[src/sv/i2cram_pkg.sv]
// shared types and constants for the i2c register access master
// no dependencies; used by i2cram_core and i2c_register_access_master
`timescale 1ns / 1ps
`default_nettype none

package i2cram_pkg;

  // field widths of the transaction items
  localparam int KIND_W = 2;
  localparam int DEV_W  = 7;
  localparam int BYTE_W = 8;
  localparam int STAT_W = 3;
  localparam int TPP_W  = 16;

  // configuration defaults
  localparam int              PHASE_COUNT_BITS_DEF = 16;
  localparam logic [TPP_W-1:0] TPP_RESET           = 16'd250;

  // request kinds
  localparam logic [KIND_W-1:0] KIND_TICK  = 2'd0;
  localparam logic [KIND_W-1:0] KIND_WRITE = 2'd1;
  localparam logic [KIND_W-1:0] KIND_READ  = 2'd2;

  // status codes
  localparam logic [STAT_W-1:0] STATUS_OK        = 3'd0;
  localparam logic [STAT_W-1:0] STATUS_ADDR_NACK = 3'd1;
  localparam logic [STAT_W-1:0] STATUS_REG_NACK  = 3'd2;
  localparam logic [STAT_W-1:0] STATUS_DATA_NACK = 3'd3;
  localparam logic [STAT_W-1:0] STATUS_RADR_NACK = 3'd4;

  // which byte is on the bus
  localparam logic [1:0] BYTE_ADDR_W = 2'd0;
  localparam logic [1:0] BYTE_REG    = 2'd1;
  localparam logic [1:0] BYTE_DATA   = 2'd2;
  localparam logic [1:0] BYTE_ADDR_R = 2'd3;

  // sequencer steps
  localparam logic [3:0] ST_IDLE = 4'd0;
  localparam logic [3:0] ST_SA   = 4'd1;
  localparam logic [3:0] ST_SB   = 4'd2;
  localparam logic [3:0] ST_SC   = 4'd3;
  localparam logic [3:0] ST_TXL  = 4'd4;
  localparam logic [3:0] ST_TXH  = 4'd5;
  localparam logic [3:0] ST_AKL  = 4'd6;
  localparam logic [3:0] ST_AKH  = 4'd7;
  localparam logic [3:0] ST_RS   = 4'd8;
  localparam logic [3:0] ST_RXL  = 4'd9;
  localparam logic [3:0] ST_RXH  = 4'd10;
  localparam logic [3:0] ST_NKL  = 4'd11;
  localparam logic [3:0] ST_NKH  = 4'd12;
  localparam logic [3:0] ST_PA   = 4'd13;
  localparam logic [3:0] ST_PB   = 4'd14;
  localparam logic [3:0] ST_PC   = 4'd15;

  // one input tick
  typedef struct packed {
    logic [KIND_W-1:0] kind;
    logic [DEV_W-1:0]  device_address;
    logic [BYTE_W-1:0] register_address;
    logic [BYTE_W-1:0] write_data;
    logic              sda_in;
  } tick_t;

  // one result item
  typedef struct packed {
    logic              scl_out;
    logic              sda_drive_low;
    logic              busy_res;
    logic              done_res;
    logic [STAT_W-1:0] status;
    logic [BYTE_W-1:0] read_data;
  } result_t;

endpackage

`default_nettype wire

[src/sv/i2cram_core.sv]
// bus sequencer: state registers and the per-tick next-state and output logic
// depends on i2cram_pkg
`timescale 1ns / 1ps
`default_nettype none

module i2cram_core #(
  parameter int PHASE_COUNT_BITS = i2cram_pkg::PHASE_COUNT_BITS_DEF
) (
  input  wire                              clk,
  input  wire                              rst_n,
  input  wire                              fire,
  input  wire  i2cram_pkg::tick_t          tick,
  input  wire  [i2cram_pkg::TPP_W-1:0]     ticks_per_phase,
  output i2cram_pkg::result_t              res
);

  localparam int LimW = (PHASE_COUNT_BITS > i2cram_pkg::TPP_W) ?
                        PHASE_COUNT_BITS : i2cram_pkg::TPP_W;

  // sequencer state
  logic [3:0]                        step_r, step_nxt;
  logic [PHASE_COUNT_BITS-1:0]       pcnt_r, pcnt_nxt;
  logic [2:0]                        bcnt_r, bcnt_nxt;
  logic [i2cram_pkg::BYTE_W-1:0]     shift_r, shift_nxt;
  logic [i2cram_pkg::DEV_W-1:0]      dev_r, dev_nxt;
  logic [i2cram_pkg::BYTE_W-1:0]     regad_r, regad_nxt;
  logic [i2cram_pkg::BYTE_W-1:0]     wdata_r, wdata_nxt;
  logic                              is_read_r, is_read_nxt;
  logic [i2cram_pkg::BYTE_W-1:0]     rdata_r, rdata_nxt;
  logic [i2cram_pkg::STAT_W-1:0]     stat_r, stat_nxt;
  logic [1:0]                        bidx_r, bidx_nxt;

  // phase length, clamped to one tick and to the counter range
  logic [LimW-1:0] tpp_ext, cmax_ext, limit;
  logic [LimW:0]   pcnt_inc;
  logic            phase_end;

  always_comb begin
    tpp_ext  = LimW'(ticks_per_phase);
    cmax_ext = LimW'({PHASE_COUNT_BITS{1'b1}});
    if (tpp_ext == '0) begin
      limit = LimW'(1);
    end else if (tpp_ext > cmax_ext) begin
      limit = cmax_ext;
    end else begin
      limit = tpp_ext;
    end
  end

  // byte to load for a given bus slot
  function automatic logic [7:0] byte_for(input logic [1:0] idx,
                                          input logic [6:0] dev,
                                          input logic [7:0] regad,
                                          input logic [7:0] wdata);
    logic [7:0] b;
    case (idx)
      i2cram_pkg::BYTE_ADDR_W: b = {dev, 1'b0};
      i2cram_pkg::BYTE_REG:    b = regad;
      i2cram_pkg::BYTE_DATA:   b = wdata;
      default:                 b = {dev, 1'b1};
    endcase
    return b;
  endfunction

  // status for a nack on a given byte
  function automatic logic [2:0] nack_status(input logic [1:0] idx);
    logic [2:0] s;
    case (idx)
      i2cram_pkg::BYTE_ADDR_W: s = i2cram_pkg::STATUS_ADDR_NACK;
      i2cram_pkg::BYTE_REG:    s = i2cram_pkg::STATUS_REG_NACK;
      i2cram_pkg::BYTE_DATA:   s = i2cram_pkg::STATUS_DATA_NACK;
      default:                 s = i2cram_pkg::STATUS_RADR_NACK;
    endcase
    return s;
  endfunction

  // request latch, bus drive and sequencer advance for one tick
  logic       busy, done, scl, sdl;
  logic [2:0] bcnt_inc;
  logic [7:0] rx_shift;

  always_comb begin
    step_nxt    = step_r;
    pcnt_nxt    = pcnt_r;
    bcnt_nxt    = bcnt_r;
    shift_nxt   = shift_r;
    dev_nxt     = dev_r;
    regad_nxt   = regad_r;
    wdata_nxt   = wdata_r;
    is_read_nxt = is_read_r;
    rdata_nxt   = rdata_r;
    stat_nxt    = stat_r;
    bidx_nxt    = bidx_r;
    done        = 1'b0;

    // take a request only when idle
    if (step_r == i2cram_pkg::ST_IDLE &&
        (tick.kind == i2cram_pkg::KIND_WRITE || tick.kind == i2cram_pkg::KIND_READ)) begin
      dev_nxt     = tick.device_address;
      regad_nxt   = tick.register_address;
      wdata_nxt   = tick.write_data;
      is_read_nxt = (tick.kind == i2cram_pkg::KIND_READ);
      stat_nxt    = i2cram_pkg::STATUS_OK;
      bidx_nxt    = i2cram_pkg::BYTE_ADDR_W;
      bcnt_nxt    = 3'd0;
      pcnt_nxt    = '0;
      step_nxt    = i2cram_pkg::ST_SA;
    end

    busy = (step_nxt != i2cram_pkg::ST_IDLE);

    // bus levels for the current step
    case (step_nxt)
      i2cram_pkg::ST_SA:  begin scl = 1'b1; sdl = 1'b0; end
      i2cram_pkg::ST_SB:  begin scl = 1'b1; sdl = 1'b1; end
      i2cram_pkg::ST_SC:  begin scl = 1'b0; sdl = 1'b1; end
      i2cram_pkg::ST_TXL: begin scl = 1'b0; sdl = ~shift_nxt[7]; end
      i2cram_pkg::ST_TXH: begin scl = 1'b1; sdl = ~shift_nxt[7]; end
      i2cram_pkg::ST_AKL, i2cram_pkg::ST_RS, i2cram_pkg::ST_RXL,
      i2cram_pkg::ST_NKL: begin scl = 1'b0; sdl = 1'b0; end
      i2cram_pkg::ST_AKH, i2cram_pkg::ST_RXH,
      i2cram_pkg::ST_NKH: begin scl = 1'b1; sdl = 1'b0; end
      i2cram_pkg::ST_PA:  begin scl = 1'b0; sdl = 1'b1; end
      i2cram_pkg::ST_PB:  begin scl = 1'b1; sdl = 1'b1; end
      default:            begin scl = 1'b1; sdl = 1'b0; end
    endcase

    // phase timer
    pcnt_inc  = (LimW+1)'(pcnt_nxt) + (LimW+1)'(1);
    phase_end = busy && (pcnt_inc >= {1'b0, limit});
    bcnt_inc  = bcnt_nxt + 3'd1;
    rx_shift  = {shift_nxt[6:0], tick.sda_in};

    if (busy && !phase_end) begin
      pcnt_nxt = pcnt_inc[PHASE_COUNT_BITS-1:0];
    end

    // step advance at the end of a phase
    if (phase_end) begin
      pcnt_nxt = '0;
      case (step_nxt)
        i2cram_pkg::ST_SA: step_nxt = i2cram_pkg::ST_SB;
        i2cram_pkg::ST_SB: step_nxt = i2cram_pkg::ST_SC;
        i2cram_pkg::ST_SC: begin
          shift_nxt = byte_for(bidx_nxt, dev_nxt, regad_nxt, wdata_nxt);
          bcnt_nxt  = 3'd0;
          step_nxt  = i2cram_pkg::ST_TXL;
        end
        i2cram_pkg::ST_TXL: step_nxt = i2cram_pkg::ST_TXH;
        i2cram_pkg::ST_TXH: begin
          shift_nxt = {shift_nxt[6:0], 1'b0};
          bcnt_nxt  = bcnt_inc;
          step_nxt  = (bcnt_inc == 3'd0) ? i2cram_pkg::ST_AKL : i2cram_pkg::ST_TXL;
        end
        i2cram_pkg::ST_AKL: step_nxt = i2cram_pkg::ST_AKH;
        i2cram_pkg::ST_AKH: begin
          if (tick.sda_in) begin
            stat_nxt = nack_status(bidx_nxt);
            step_nxt = i2cram_pkg::ST_PA;
          end else begin
            case (bidx_nxt)
              i2cram_pkg::BYTE_ADDR_W: begin
                bidx_nxt  = i2cram_pkg::BYTE_REG;
                shift_nxt = regad_nxt;
                bcnt_nxt  = 3'd0;
                step_nxt  = i2cram_pkg::ST_TXL;
              end
              i2cram_pkg::BYTE_REG: begin
                if (is_read_nxt) begin
                  bidx_nxt = i2cram_pkg::BYTE_ADDR_R;
                  step_nxt = i2cram_pkg::ST_RS;
                end else begin
                  bidx_nxt  = i2cram_pkg::BYTE_DATA;
                  shift_nxt = wdata_nxt;
                  bcnt_nxt  = 3'd0;
                  step_nxt  = i2cram_pkg::ST_TXL;
                end
              end
              i2cram_pkg::BYTE_DATA: step_nxt = i2cram_pkg::ST_PA;
              default: begin
                shift_nxt = 8'h00;
                bcnt_nxt  = 3'd0;
                step_nxt  = i2cram_pkg::ST_RXL;
              end
            endcase
          end
        end
        i2cram_pkg::ST_RS:  step_nxt = i2cram_pkg::ST_SA;
        i2cram_pkg::ST_RXL: step_nxt = i2cram_pkg::ST_RXH;
        i2cram_pkg::ST_RXH: begin
          shift_nxt = rx_shift;
          bcnt_nxt  = bcnt_inc;
          if (bcnt_inc == 3'd0) begin
            rdata_nxt = rx_shift;
            step_nxt  = i2cram_pkg::ST_NKL;
          end else begin
            step_nxt = i2cram_pkg::ST_RXL;
          end
        end
        i2cram_pkg::ST_NKL: step_nxt = i2cram_pkg::ST_NKH;
        i2cram_pkg::ST_NKH: step_nxt = i2cram_pkg::ST_PA;
        i2cram_pkg::ST_PA:  step_nxt = i2cram_pkg::ST_PB;
        i2cram_pkg::ST_PB:  step_nxt = i2cram_pkg::ST_PC;
        i2cram_pkg::ST_PC: begin
          step_nxt = i2cram_pkg::ST_IDLE;
          done     = 1'b1;
        end
        default: step_nxt = i2cram_pkg::ST_IDLE;
      endcase
    end

    res.scl_out       = scl;
    res.sda_drive_low = sdl;
    res.busy_res      = busy;
    res.done_res      = done;
    res.status        = stat_nxt;
    res.read_data     = rdata_nxt;
  end

  // state update on each processed tick
  always_ff @(posedge clk) begin
    if (!rst_n) begin
      step_r    <= i2cram_pkg::ST_IDLE;
      pcnt_r    <= '0;
      bcnt_r    <= 3'd0;
      shift_r   <= 8'h00;
      dev_r     <= '0;
      regad_r   <= 8'h00;
      wdata_r   <= 8'h00;
      is_read_r <= 1'b0;
      rdata_r   <= 8'h00;
      stat_r    <= i2cram_pkg::STATUS_OK;
      bidx_r    <= i2cram_pkg::BYTE_ADDR_W;
    end else if (fire) begin
      step_r    <= step_nxt;
      pcnt_r    <= pcnt_nxt;
      bcnt_r    <= bcnt_nxt;
      shift_r   <= shift_nxt;
      dev_r     <= dev_nxt;
      regad_r   <= regad_nxt;
      wdata_r   <= wdata_nxt;
      is_read_r <= is_read_nxt;
      rdata_r   <= rdata_nxt;
      stat_r    <= stat_nxt;
      bidx_r    <= bidx_nxt;
    end
  end

endmodule

`default_nettype wire

[src/sv/i2c_register_access_master.sv]
// top level of the i2c register access master: input register, output register, config
// depends on i2cram_pkg and i2cram_core
`timescale 1ns / 1ps
`default_nettype none

// channel   direction  handshake            payload
// in_       input      in_valid / in_stall  kind, addresses, write data, sda sample
// out_      output     out_valid / out_stall scl, sda drive, busy, done, status, read data
// cfg_      input      cfg_wr_en            ticks_per_phase
//
// one tick transaction is accepted per cycle while in_stall is low; each yields exactly one result
// a tick is held in the input register, then passes through the sequencer logic into the output register
// the output register lets a new tick enter while a result waits to be taken
// reset (rst_n low, synchronous) returns the sequencer to idle and ticks_per_phase to 250
// a stalled output holds its result and stalls the input once the input register is full

module i2c_register_access_master #(
  parameter int PHASE_COUNT_BITS = i2cram_pkg::PHASE_COUNT_BITS_DEF
) (
  input  wire         clk,
  input  wire         rst_n,
  // tick input
  input  wire         in_valid,
  output logic        in_stall,
  input  wire  [1:0]  in_kind,
  input  wire  [6:0]  in_device_address,
  input  wire  [7:0]  in_register_address,
  input  wire  [7:0]  in_write_data,
  input  wire         in_sda_in,
  // result output
  output logic        out_valid,
  input  wire         out_stall,
  output logic        out_scl_out,
  output logic        out_sda_drive_low,
  output logic        out_busy_res,
  output logic        out_done_res,
  output logic [2:0]  out_status,
  output logic [7:0]  out_read_data,
  // configuration
  input  wire         cfg_wr_en,
  input  wire  [15:0] cfg_wr_data
);

  logic                          in_v_r, in_v_nxt;
  i2cram_pkg::tick_t             tick_r;
  logic                          out_v_r, out_v_nxt;
  i2cram_pkg::result_t           res_r, res_c;
  logic [i2cram_pkg::TPP_W-1:0]  tpp_r;
  logic                          out_free, fire, in_take;

  // handshake control
  assign out_free = !out_v_r || !out_stall;
  assign fire     = in_v_r && out_free;
  assign in_stall = in_v_r && !out_free;
  assign in_take  = in_valid && !in_stall;

  always_comb begin
    in_v_nxt = in_v_r;
    if (in_take) begin
      in_v_nxt = 1'b1;
    end else if (fire) begin
      in_v_nxt = 1'b0;
    end
    out_v_nxt = out_v_r;
    if (fire) begin
      out_v_nxt = 1'b1;
    end else if (out_free) begin
      out_v_nxt = 1'b0;
    end
  end

  // control registers
  always_ff @(posedge clk) begin
    if (!rst_n) begin
      in_v_r  <= 1'b0;
      out_v_r <= 1'b0;
      tpp_r   <= i2cram_pkg::TPP_RESET;
    end else begin
      in_v_r  <= in_v_nxt;
      out_v_r <= out_v_nxt;
      if (cfg_wr_en) begin
        tpp_r <= cfg_wr_data;
      end
    end
  end

  // input payload register
  always_ff @(posedge clk) begin
    if (in_take) begin
      tick_r.kind             <= in_kind;
      tick_r.device_address   <= in_device_address;
      tick_r.register_address <= in_register_address;
      tick_r.write_data       <= in_write_data;
      tick_r.sda_in           <= in_sda_in;
    end
  end

  // bus sequencer
  i2cram_core #(
    .PHASE_COUNT_BITS(PHASE_COUNT_BITS)
  ) u_core (
    .clk             (clk),
    .rst_n           (rst_n),
    .fire            (fire),
    .tick            (tick_r),
    .ticks_per_phase (tpp_r),
    .res             (res_c)
  );

  // output payload register
  always_ff @(posedge clk) begin
    if (fire) begin
      res_r <= res_c;
    end
  end

  assign out_valid         = out_v_r;
  assign out_scl_out       = res_r.scl_out;
  assign out_sda_drive_low = res_r.sda_drive_low;
  assign out_busy_res      = res_r.busy_res;
  assign out_done_res      = res_r.done_res;
  assign out_status        = res_r.status;
  assign out_read_data     = res_r.read_data;

endmodule

`default_nettype wire

[config.mk]
export PLATFORM = sky130hd
export DESIGN_NAME = i2c_register_access_master
export DESIGN_NICKNAME = d
export VERILOG_FILES = /design/src/sv/i2cram_pkg.sv /design/src/sv/i2cram_core.sv /design/src/sv/i2c_register_access_master.sv
export SDC_FILE = /design/constraint.sdc
export NUM_CORES = 1
export LEC_CHECK = 0
export ABC_AREA = 1
export BUFFER_PORTS_ARGS = -buffer_cell sky130_fd_sc_hd__buf_4
export CORE_MARGIN = 3
export CORE_UTILIZATION = 27
export CTS_CLUSTER_SIZE = 25
export DETAILED_ROUTE_END_ITERATION = 8
export GPL_TIMING_DRIVEN = 0
export HOLD_SLACK_MARGIN = 0.03
export PLACE_DENSITY = 0.41
export SYNTH_ARGS = -nofsm -noshare
export SYNTH_HDL_FRONTEND = slang
export SYNTH_SLANG_ARGS = --single-unit
[constraint.sdc]
create_clock -name clk -period 7.3 [get_ports clk]
set_input_delay 0.365 -clock clk [delete_from_list [all_inputs] [get_ports clk]]
set_output_delay 0.365 -clock clk [all_outputs]
set_load 0.1 [all_outputs]
-- After elaboration in Yosys (flattened, before gate mapping)
Index checks and enable logic that the tools add are counted.
- equal/unequal tests: 22
- add/subtract/negate cells: 2
- muxes and demuxes: 49
- magnitude comparators: 2
- bitwise operators: 1
- reduce and logical (&&, ||, !) cells: 26
- operators by type and width (kind ; count):
    16-bit 2-to-1 mux ; 5
    8-bit 2-to-1 mux ; 7
    4-bit case mux with 14 select lines ; 1
    8-bit case mux with 3 select lines ; 2
    4-bit equality test, second input constant ; 8
    8-bit case mux with 4 select lines ; 1
    3-bit 2-to-1 mux ; 8
    3-bit case mux with 3 select lines ; 2
    16-bit by 1-bit adder with 17-bit output, second input constant ; 1
    17-bit by 16-bit >= comparator with 1-bit output ; 1
    4-bit by 3-bit equality test with 1-bit output, second input constant ; 4
    16-bit greater-than comparator, second input constant ; 1
    16-bit zero test ; 1
    4-bit 2-to-1 mux ; 4
    2-bit 2-to-1 mux ; 6
    4-bit case mux with 3 select lines ; 1
    4-bit by 2-bit equality test with 1-bit output, second input constant ; 2
    1-bit 2-to-1 mux ; 8
    4-bit nonzero test ; 2
    7-bit 2-to-1 mux ; 1
    7-bit OR reduction ; 1
    1-bit logical AND ; 6
    3-bit case mux with 2 select lines ; 1
    6-bit AND reduction ; 1
    17 further kinds ; 27
- input port bits: 47
- output and inout port bits: 17
- logic and storage cells: 127
- bits in registers: 127

-- Depth between registers and ports, before layout
Gate-level depths: netlist of run 1.
- word-level depth: 11
- depth in mapped cells: 34
- mapped depth without buffers: 30

-- Modules after synthesis
Synthesis of run 1 repeated with hierarchy kept, for this count alone.
- cells, all modules: 1001
- area, all modules: 7305.8 um2
- by module, submodules not included (module ; seq. area each (um2) ; times used ; cells each ; area an instance (um2)):
    i2cram_core ; 1361.3 ; 1 ; 879 ; 5440.2
    i2c_register_access_master ; 1591.5 ; 1 ; 122 ; 1865.5

-- Least setup slack after synthesis of run 1
Ideal clock, no wire load.
- path kind: register to register
- start: register tick_r[25] (netlist bit)
- end: register res_r, in the netlist out_read_data[0], data pin
- required time: 7042 ps
- buffers on the path: 5
- arrival: 3761 ps
- cell stages (with the launch flop): 30
- clock period less this slack: 4019 ps
- path slack: 3281 ps
- cells stage by stage: edfxtp_1 -> ha_1 -> inv_1 -> nand3_2 -> buf_6 -> buf_2 -> clkbuf_1 -> nand2_1 -> inv_1 -> ha_1 -> inv_1 -> nor3_4 -> nand2_1 -> xor2_1 -> ha_1 -> nand2_1 -> nor2_1 -> nand3b_1 -> nand3_1 -> nand2_1 -> nand2_1 -> nand2_1 -> nand2_1 -> nand2_1 -> nand2_4 -> nand2_4 -> buf_6 -> buf_6 -> nand2_1 -> nand2_1
- RTL lines (element ; RTL line ; RTL):
    start: declaration ; i2c_register_access_master.sv:45 ; i2cram_pkg::tick_t tick_r;
    end signal: assignment ; i2c_register_access_master.sv:113 ; res_r <= res_c;
    end: declaration ; i2c_register_access_master.sv:47 ; i2cram_pkg::result_t res_r, res_c;

==> flow_metrics.tcl, run 1 <==
set metrics [dict create \
    drt_iter0_drc 524 \
    rsz0062_at_grt "no" \
    portBuffers 63 \
    setup_viol 0 \
    rows 59 \
    cts-resized-gates 0 \
    async_flop_share 0 \
    cts_inserted_buffers 17 \
    die_area_mm2 0.0289 \
    start_kind "flip-flop" \
    maxSlewHeadroom 0.345 \
    critPathSlowestCell "clkbuf_1" \
    skew_ns 0.0117 \
    clock_path_buffers 2 \
    syn_area_per_cell_um2 7.15 \
    drt.antenna.violating_nets 0 \
    core_area_mm2 0.0263 \
    dp.final_hpwl_um 16900 \
    report.final.slew_viol_count 0 \
    cts_tree "yes" \
    antenna_cells 0 \
    worstMarginPinSlew_ns 0.981 \
    first_pass_iters 5 \
    post-route-period-util 0.728 \
    cp-end-kind "flip-flop" \
    dpl_cell_area_mm2 0.00816 \
    postRouteWirelength_um 22900 \
    worstPathMaxFanout 10 \
    synth_seq_cells 127 \
    dieWidth_um 170 \
    whs_path_depth 1 \
    max_stage_delay_ns 0.51 \
    grt_pass1_wl_um 36900 \
    final_nets 1170 \
    fmax_ghz 0.188 \
    worstSetupStartpoint "tick_r[25]" \
    synthesis.nets 1088 \
    netSwitchingFraction 0.324 \
    insertion_delay_ns 0.43 \
    critPathRequiredTime_ns 7.68 \
    cts-root-buf "clkbuf_16" \
    routed_via_density 4.70 \
    fp.dieH_um 170 \
    synth.distinct_cells 43 \
    clkPwrFrac 0.412 \
    grtUsageTotal 0.163 \
    drv_cap 0 \
    cts_max_level 4 \
    grt_max_degree 27 \
    status "complete, no violations" \
    final_cell_area_mm2 0.00873 \
    p_switching_uw 660 \
    ys.flop_type "dfxtp_1" \
    peakVddDrop_v 0.000128 \
    syn_to_final_growth_pct 20.2 \
    cts_sinks 127 \
    wl_per_cell_um 15.9 \
    fin_setup_tns_ns 0 \
    nFillCells 2856 \
    ys_warn_count 0 \
    timing_hold_violations_final 0 \
    cts_hold_buf 0 \
    crit_path_frequent_cell "nand2_1" \
    power_density_mw_per_mm2 234 \
    synth_seq_area_share 0.406 \
    synth_area_mm2 0.00727 \
    hold_start "in_register_address[3]" \
    r2r_cells 31 \
    syn_inst 1016 \
    r2r-start "tick_r[25]" \
    p_seq_frac 0.392 \
    critical_path_class "reg2reg" \
    grt_overflow 0 \
    gp_congestion 0.887 \
    p_leak_nw 4.09 \
    power.internal_mw 1.38 \
    initial_core_util 0.276 \
    hp-class "in2reg" \
    antenna_found_initial 0 \
    pin_count 64 \
    drive_gt1_frac 0.118 \
    drc 0 \
    comb_power_share 0.197 \
    clk_pin_slew_worst_paths_ns 0.07 \
    post_cts.repair.setup_buffers 0 \
    synth_edf_count 41 \
    period_minus_slack_ns 5.31 \
    routed-via-count 6797 \
    grt_pass1_vias 6618 \
    cp.arrival_ns 5.69 \
]
-- Yosys cell counts, drive strengths merged (6+ instances only) --
cell      n  area (um^2)
nand2   278         1070
inv     154          578
dfxtp    86         1720
o21ai    80          400
a21oi    63          323
nand3    59          300
nor2     59          246
edfxtp   41         1230
clkbuf   35          131
nand4    27          175
ha       25          313
o22ai    25          163
o211ai   24          180
buf      16         98.8
nor3      9         56.3
a22oi     7         52.6
mux2i     7         70.1
xor2      6         52.6
-- per-stage QoR --
stage               worst slack (ns)  power, mW  hold slack, ns   util  instances
floorplan                       3.28       1.08           0.429      -       1016
global placement                1.97       1.21           0.446  0.310       1414
detailed placement              1.97       1.22           0.451  0.310       1414
CTS                             1.95       2.06          0.0903  0.332       1446
global route                    1.36       2.15          0.0919  0.332       1446
finish                          1.99       2.04           0.106  0.332       1446
-- power by group through the flow --
stage          registers (mW)  logic [mW]  clock network [mW]
3_3_place_gp            0.814       0.401                   0
2_1_floorplan           0.843       0.237                   0
6_report                0.799       0.401               0.840
3_5_place_dp            0.814       0.403                   0
4_1_cts                 0.798       0.405               0.861
5_1_grt                 0.803       0.451               0.894
-- registers in the layout, summed over array words and instances (netlist names), 2 cells and up --
name            flops
out_read_data       8
u_core.rdata_r      8
u_core.bcnt_r       3
u_core.shift_r      8
tpp_r              16
u_core.stat_r       3
u_core.bidx_r       2
u_core.step_r       4
tick_r             26
u_core.dev_r        7
u_core.pcnt_r      16
u_core.regad_r      8
u_core.wdata_r      8
out_status          3
-- final cells by class --
class,instances,area (um^2),share of cell area
Clock buffer,19,443,0.0507
Inverter,156,586,0.0671
Buffer,51,231,0.0265
Clock inverter,13,129,0.0148
Timing Repair Buffer,63,473,0.0542
Multi-Input combinational cell,682,3500,0.401
Tap cell,335,419,0.0480
Sequential cell,127,2950,0.338
-- layer usage --
layer  GRT usage  up-vias  wire length, um
li1            -     3531                -
met1       0.237     3096            11600
met2       0.251      147            10100
met3      0.0260       23              910
met4      0.0420        0              354
met5           0        -                0
-- worst paths after layout --
path / to / slack, ns
max: u_core.rdata_r[4] / 1.99
max reg2reg: u_core.rdata_r[4] / 1.99
min: tick_r[12] / 0.11
min reg2reg: tpp_r[0] / 0.46
-- kinds of logic after synthesis --
kind of cell / Yosys count / synth area share
AO/OA/AOI/OAI: 208 / 0.163
XOR/XNOR: 6 / 0.00723
buffers and inverters: 207 / 0.112
adder cells (fa/ha/maj): 25 / 0.0431
flip-flops: 127 / 0.406
multiplexers: 7 / 0.00964
AND/OR/NAND/NOR: 436 / 0.258
-- cell usage in the layout (no fill, tap or decap), types with 5 or more instances in the layout --
cell type	count
nor3_1	8
buf_2	7
ha_1	25
nand3_1	58
nand2_1	272
o22ai_1	24
dfxtp_1	86
clkinv_4	5
clkbuf_16	17
o21ai_0	78
nor2_2	7
mux2i_1	7
buf_4	65
nor2_1	51
clkbuf_1	35
nand4_1	26
inv_1	150
a22oi_1	7
xor2_1	6
edfxtp_1	41
o211ai_1	24
a21oi_1	61
-- critical path: cells and delay by family, from the launching register on --
kind / cells / cell delay, ns
DFF: 1 / 0.37
adders and majority gates: 3 / 0.78
and+or+nand+nor: 17 / 2.08
AOI/OAI and AO/OA: 1 / 0.07
xor gates and xnor gates: 1 / 0.23
buffers and inverters: 9 / 1.72
Power figures use the tool's default switching activity.
==> inputs of run 2 (changes only) <==
--- a/config.mk
+++ b/config.mk
@@ -13,7 +13,7 @@
 export DETAILED_ROUTE_END_ITERATION = 8
 export GPL_TIMING_DRIVEN = 0
 export HOLD_SLACK_MARGIN = 0.03
-export PLACE_DENSITY = 0.41
+export PLACE_DENSITY = 0.43
 export SYNTH_ARGS = -nofsm -noshare
 export SYNTH_HDL_FRONTEND = slang
 export SYNTH_SLANG_ARGS = --single-unit
==> constraint.sdc (replaced) <==
create_clock -name clk -period 4.6 [get_ports clk]
set_input_delay 0.23 -clock clk [delete_from_list [all_inputs] [get_ports clk]]
set_output_delay 0.23 -clock clk [all_outputs]
set_load 0.1 [all_outputs]
==> run 2 against run 1 <==
- routed wire length is 2.2% lower
- clock power rose by 65%
- worst setup slack lost 1.7 ns
- cell count rose by 2.8%
- critical path depth is the same
- sequential power increased by 59%
- sequential share of layout area fell by 2.0 points
- clock skew shrank 0.0032 ns
- largest power group unchanged
- highest routed layer unchanged
==> flow_metrics.tcl, run 2 (synthesized netlist as in run 1, its figures left out) <==
set metrics [dict create \
    report.final.slew_viol_count 0 \
    skew_ns 0.00841 \
    critPathSlowestCell "edfxtp_1" \
    setup_slack_ns 0.311 \
    drc 0 \
    antenna_cells 0 \
    worstPathMaxFanout 10 \
    period_minus_slack_ns 4.29 \
    gp_congestion 0.862 \
    largest_reg_flops 26 \
    start_kind "flip-flop" \
    routed-via-count 6906 \
    critical_path_class "reg2reg" \
    cts_tree "yes" \
    dieWidth_um 170 \
    final_cell_mix "nand2_1, inv_1, dfxtp_1" \
    drt_iter0_drc 516 \
    fmax_ghz 0.233 \
    clkPwrFrac 0.415 \
    pre_cts_ws_ns -0.688 \
    maxSlewHeadroom 0.344 \
    fp.dieH_um 170 \
    syn_to_final_growth_pct 27.5 \
    top_register "tick_r" \
    max_stage_delay_ns 0.37 \
    final_cell_area_mm2 0.00927 \
    clock_path_buffers 2 \
    grtUsageTotal 0.158 \
    hp-class "in2reg" \
    largestRegisters "tick_r x26, tpp_r x16, u_core.pcnt_r x16" \
    drive_gt1_frac 0.129 \
    netSwitchingFraction 0.308 \
    peakVddDrop_v 0.000201 \
    die_area_mm2 0.0289 \
    status "complete, no violations" \
    cts-root-buf "clkbuf_16" \
    rsz0062_at_grt "no" \
    drv_cap 0 \
    p_leak_nw 4.30 \
    timing_hold_violations_final 0 \
    final_common_cell "nand2_1" \
    dp.final_hpwl_um 16400 \
    dpl_cell_area_mm2 0.00816 \
    drt.antenna.violating_nets 0 \
    setup_viol 0 \
    power.internal_mw 2.32 \
    insertion_delay_ns 0.42 \
    portBuffers 63 \
    grt_pass1_vias 6611 \
    crit_path_frequent_cell "nand2_1" \
    rows 59 \
    grt_pass1_wl_um 35800 \
    postRouteWirelength_um 22400 \
    cp.arrival_ns 4.64 \
    worstMarginPinSlew_ns 0.984 \
    clk_pin_slew_worst_paths_ns 0.06 \
    final_core_util 0.353 \
    power_density_mw_per_mm2 362 \
    cp-end-kind "flip-flop" \
    grt_max_degree 27 \
    grt_overflow 0 \
    cts_max_level 4 \
    first_pass_iters 5 \
    wl_per_cell_um 15.1 \
    comb_power_share 0.207 \
    hold_ws_ns 0.0561 \
    cts_inserted_buffers 17 \
    cts_sinks 127 \
    critPathRequiredTime_ns 4.95 \
    antenna_found_initial 0 \
    p_seq_frac 0.378 \
    initial_core_util 0.276 \
    routed_via_density 4.65 \
    pin_count 64 \
    post-route-period-util 0.932 \
    p_switching_mw 1.03 \
    final_nets 1210 \
    core_area_mm2 0.0263 \
]
## run 2: changes by cell type in the layout (fill, tap and decap cells not counted), moves of 3 or more
cell and delta:
buf_8 +4, clkinv_4 -3, clkbuf_1 -3, dlygate4sd3_1 +32, buf_2 -4, buf_6 -3
buf_4 +9
## run 2: stage by stage
step / power, mW / instances / TNS [ns]
2_1_floorplan: 1.71 / 1016 / 0
3_3_place_gp: 1.92 / 1414 / -32.53
3_5_place_dp: 1.92 / 1414 / -32.47
4_1_cts: 3.35 / 1479 / 0
5_1_grt: 3.52 / 1486 / 0
6_report: 3.35 / 1486 / 0
## run 2: critical path: cells and delay by family (launching register included)
kind,cells,cell delay [ns]
simple gates,16,1.74
buf+inv,11,1.19
fa+ha+maj,3,0.76
flops,1,0.37
compound gates,1,0.15
## run 2: path summary, 6_finish.rpt
path	startpoint	endpoint	slack, ns	depth (start not counted)
hold / removal	cfg_wr_en	tpp_r[1]	0.06	3
hold reg to reg	tpp_r[0]	tpp_r[0]	0.46	2
setup / recovery	tick_r[25]	u_core.bidx_r[0]	0.31	31
setup reg to reg	tick_r[25]	u_core.bidx_r[0]	0.31	31
## run 2: routing by layer
metal,GRT usage,vias up,part of all wire
met5,0,-,0
met4,0.0353,0,0.0092
met3,0.0293,16,0.052
met2,0.247,156,0.45
met1,0.226,3124,0.49
li1,-,3610,-
## run 2: cell type report
class | count | area [um^2]
well taps | 335 | 419
plain buffers | 51 | 292
multi-input cells | 682 | 3570
clock buffers | 18 | 429
clock inverters | 14 | 166
repair buffers | 103 | 853
flip-flops and latches | 127 | 2950
inverters | 156 | 586
fillers | 2813 | 17000
## run 2: power by group through the flow
| stage | registers, mW | clock network (mW) | logic [mW] |
|---|---|---|---|
| 6_report | 1.27 | 1.39 | 0.694 |
| 4_1_cts | 1.27 | 1.42 | 0.662 |
| 3_3_place_gp | 1.29 | 0 | 0.629 |
| 3_5_place_dp | 1.29 | 0 | 0.632 |
| 2_1_floorplan | 1.34 | 0 | 0.376 |
| 5_1_grt | 1.28 | 1.48 | 0.772 |
## run 2: repair_timing
| item | in CTS | in global routing |
|---|---|---|
| pin swaps | 1 | 4 |
| setup endpoints to repair | 56 | 56 |
| resized for setup | 10 | 28 |
| hold buffers | 32 | 0 |
| endpoints found under the hold margin | 32 | 0 |
| setup buffers | 1 | 7 |
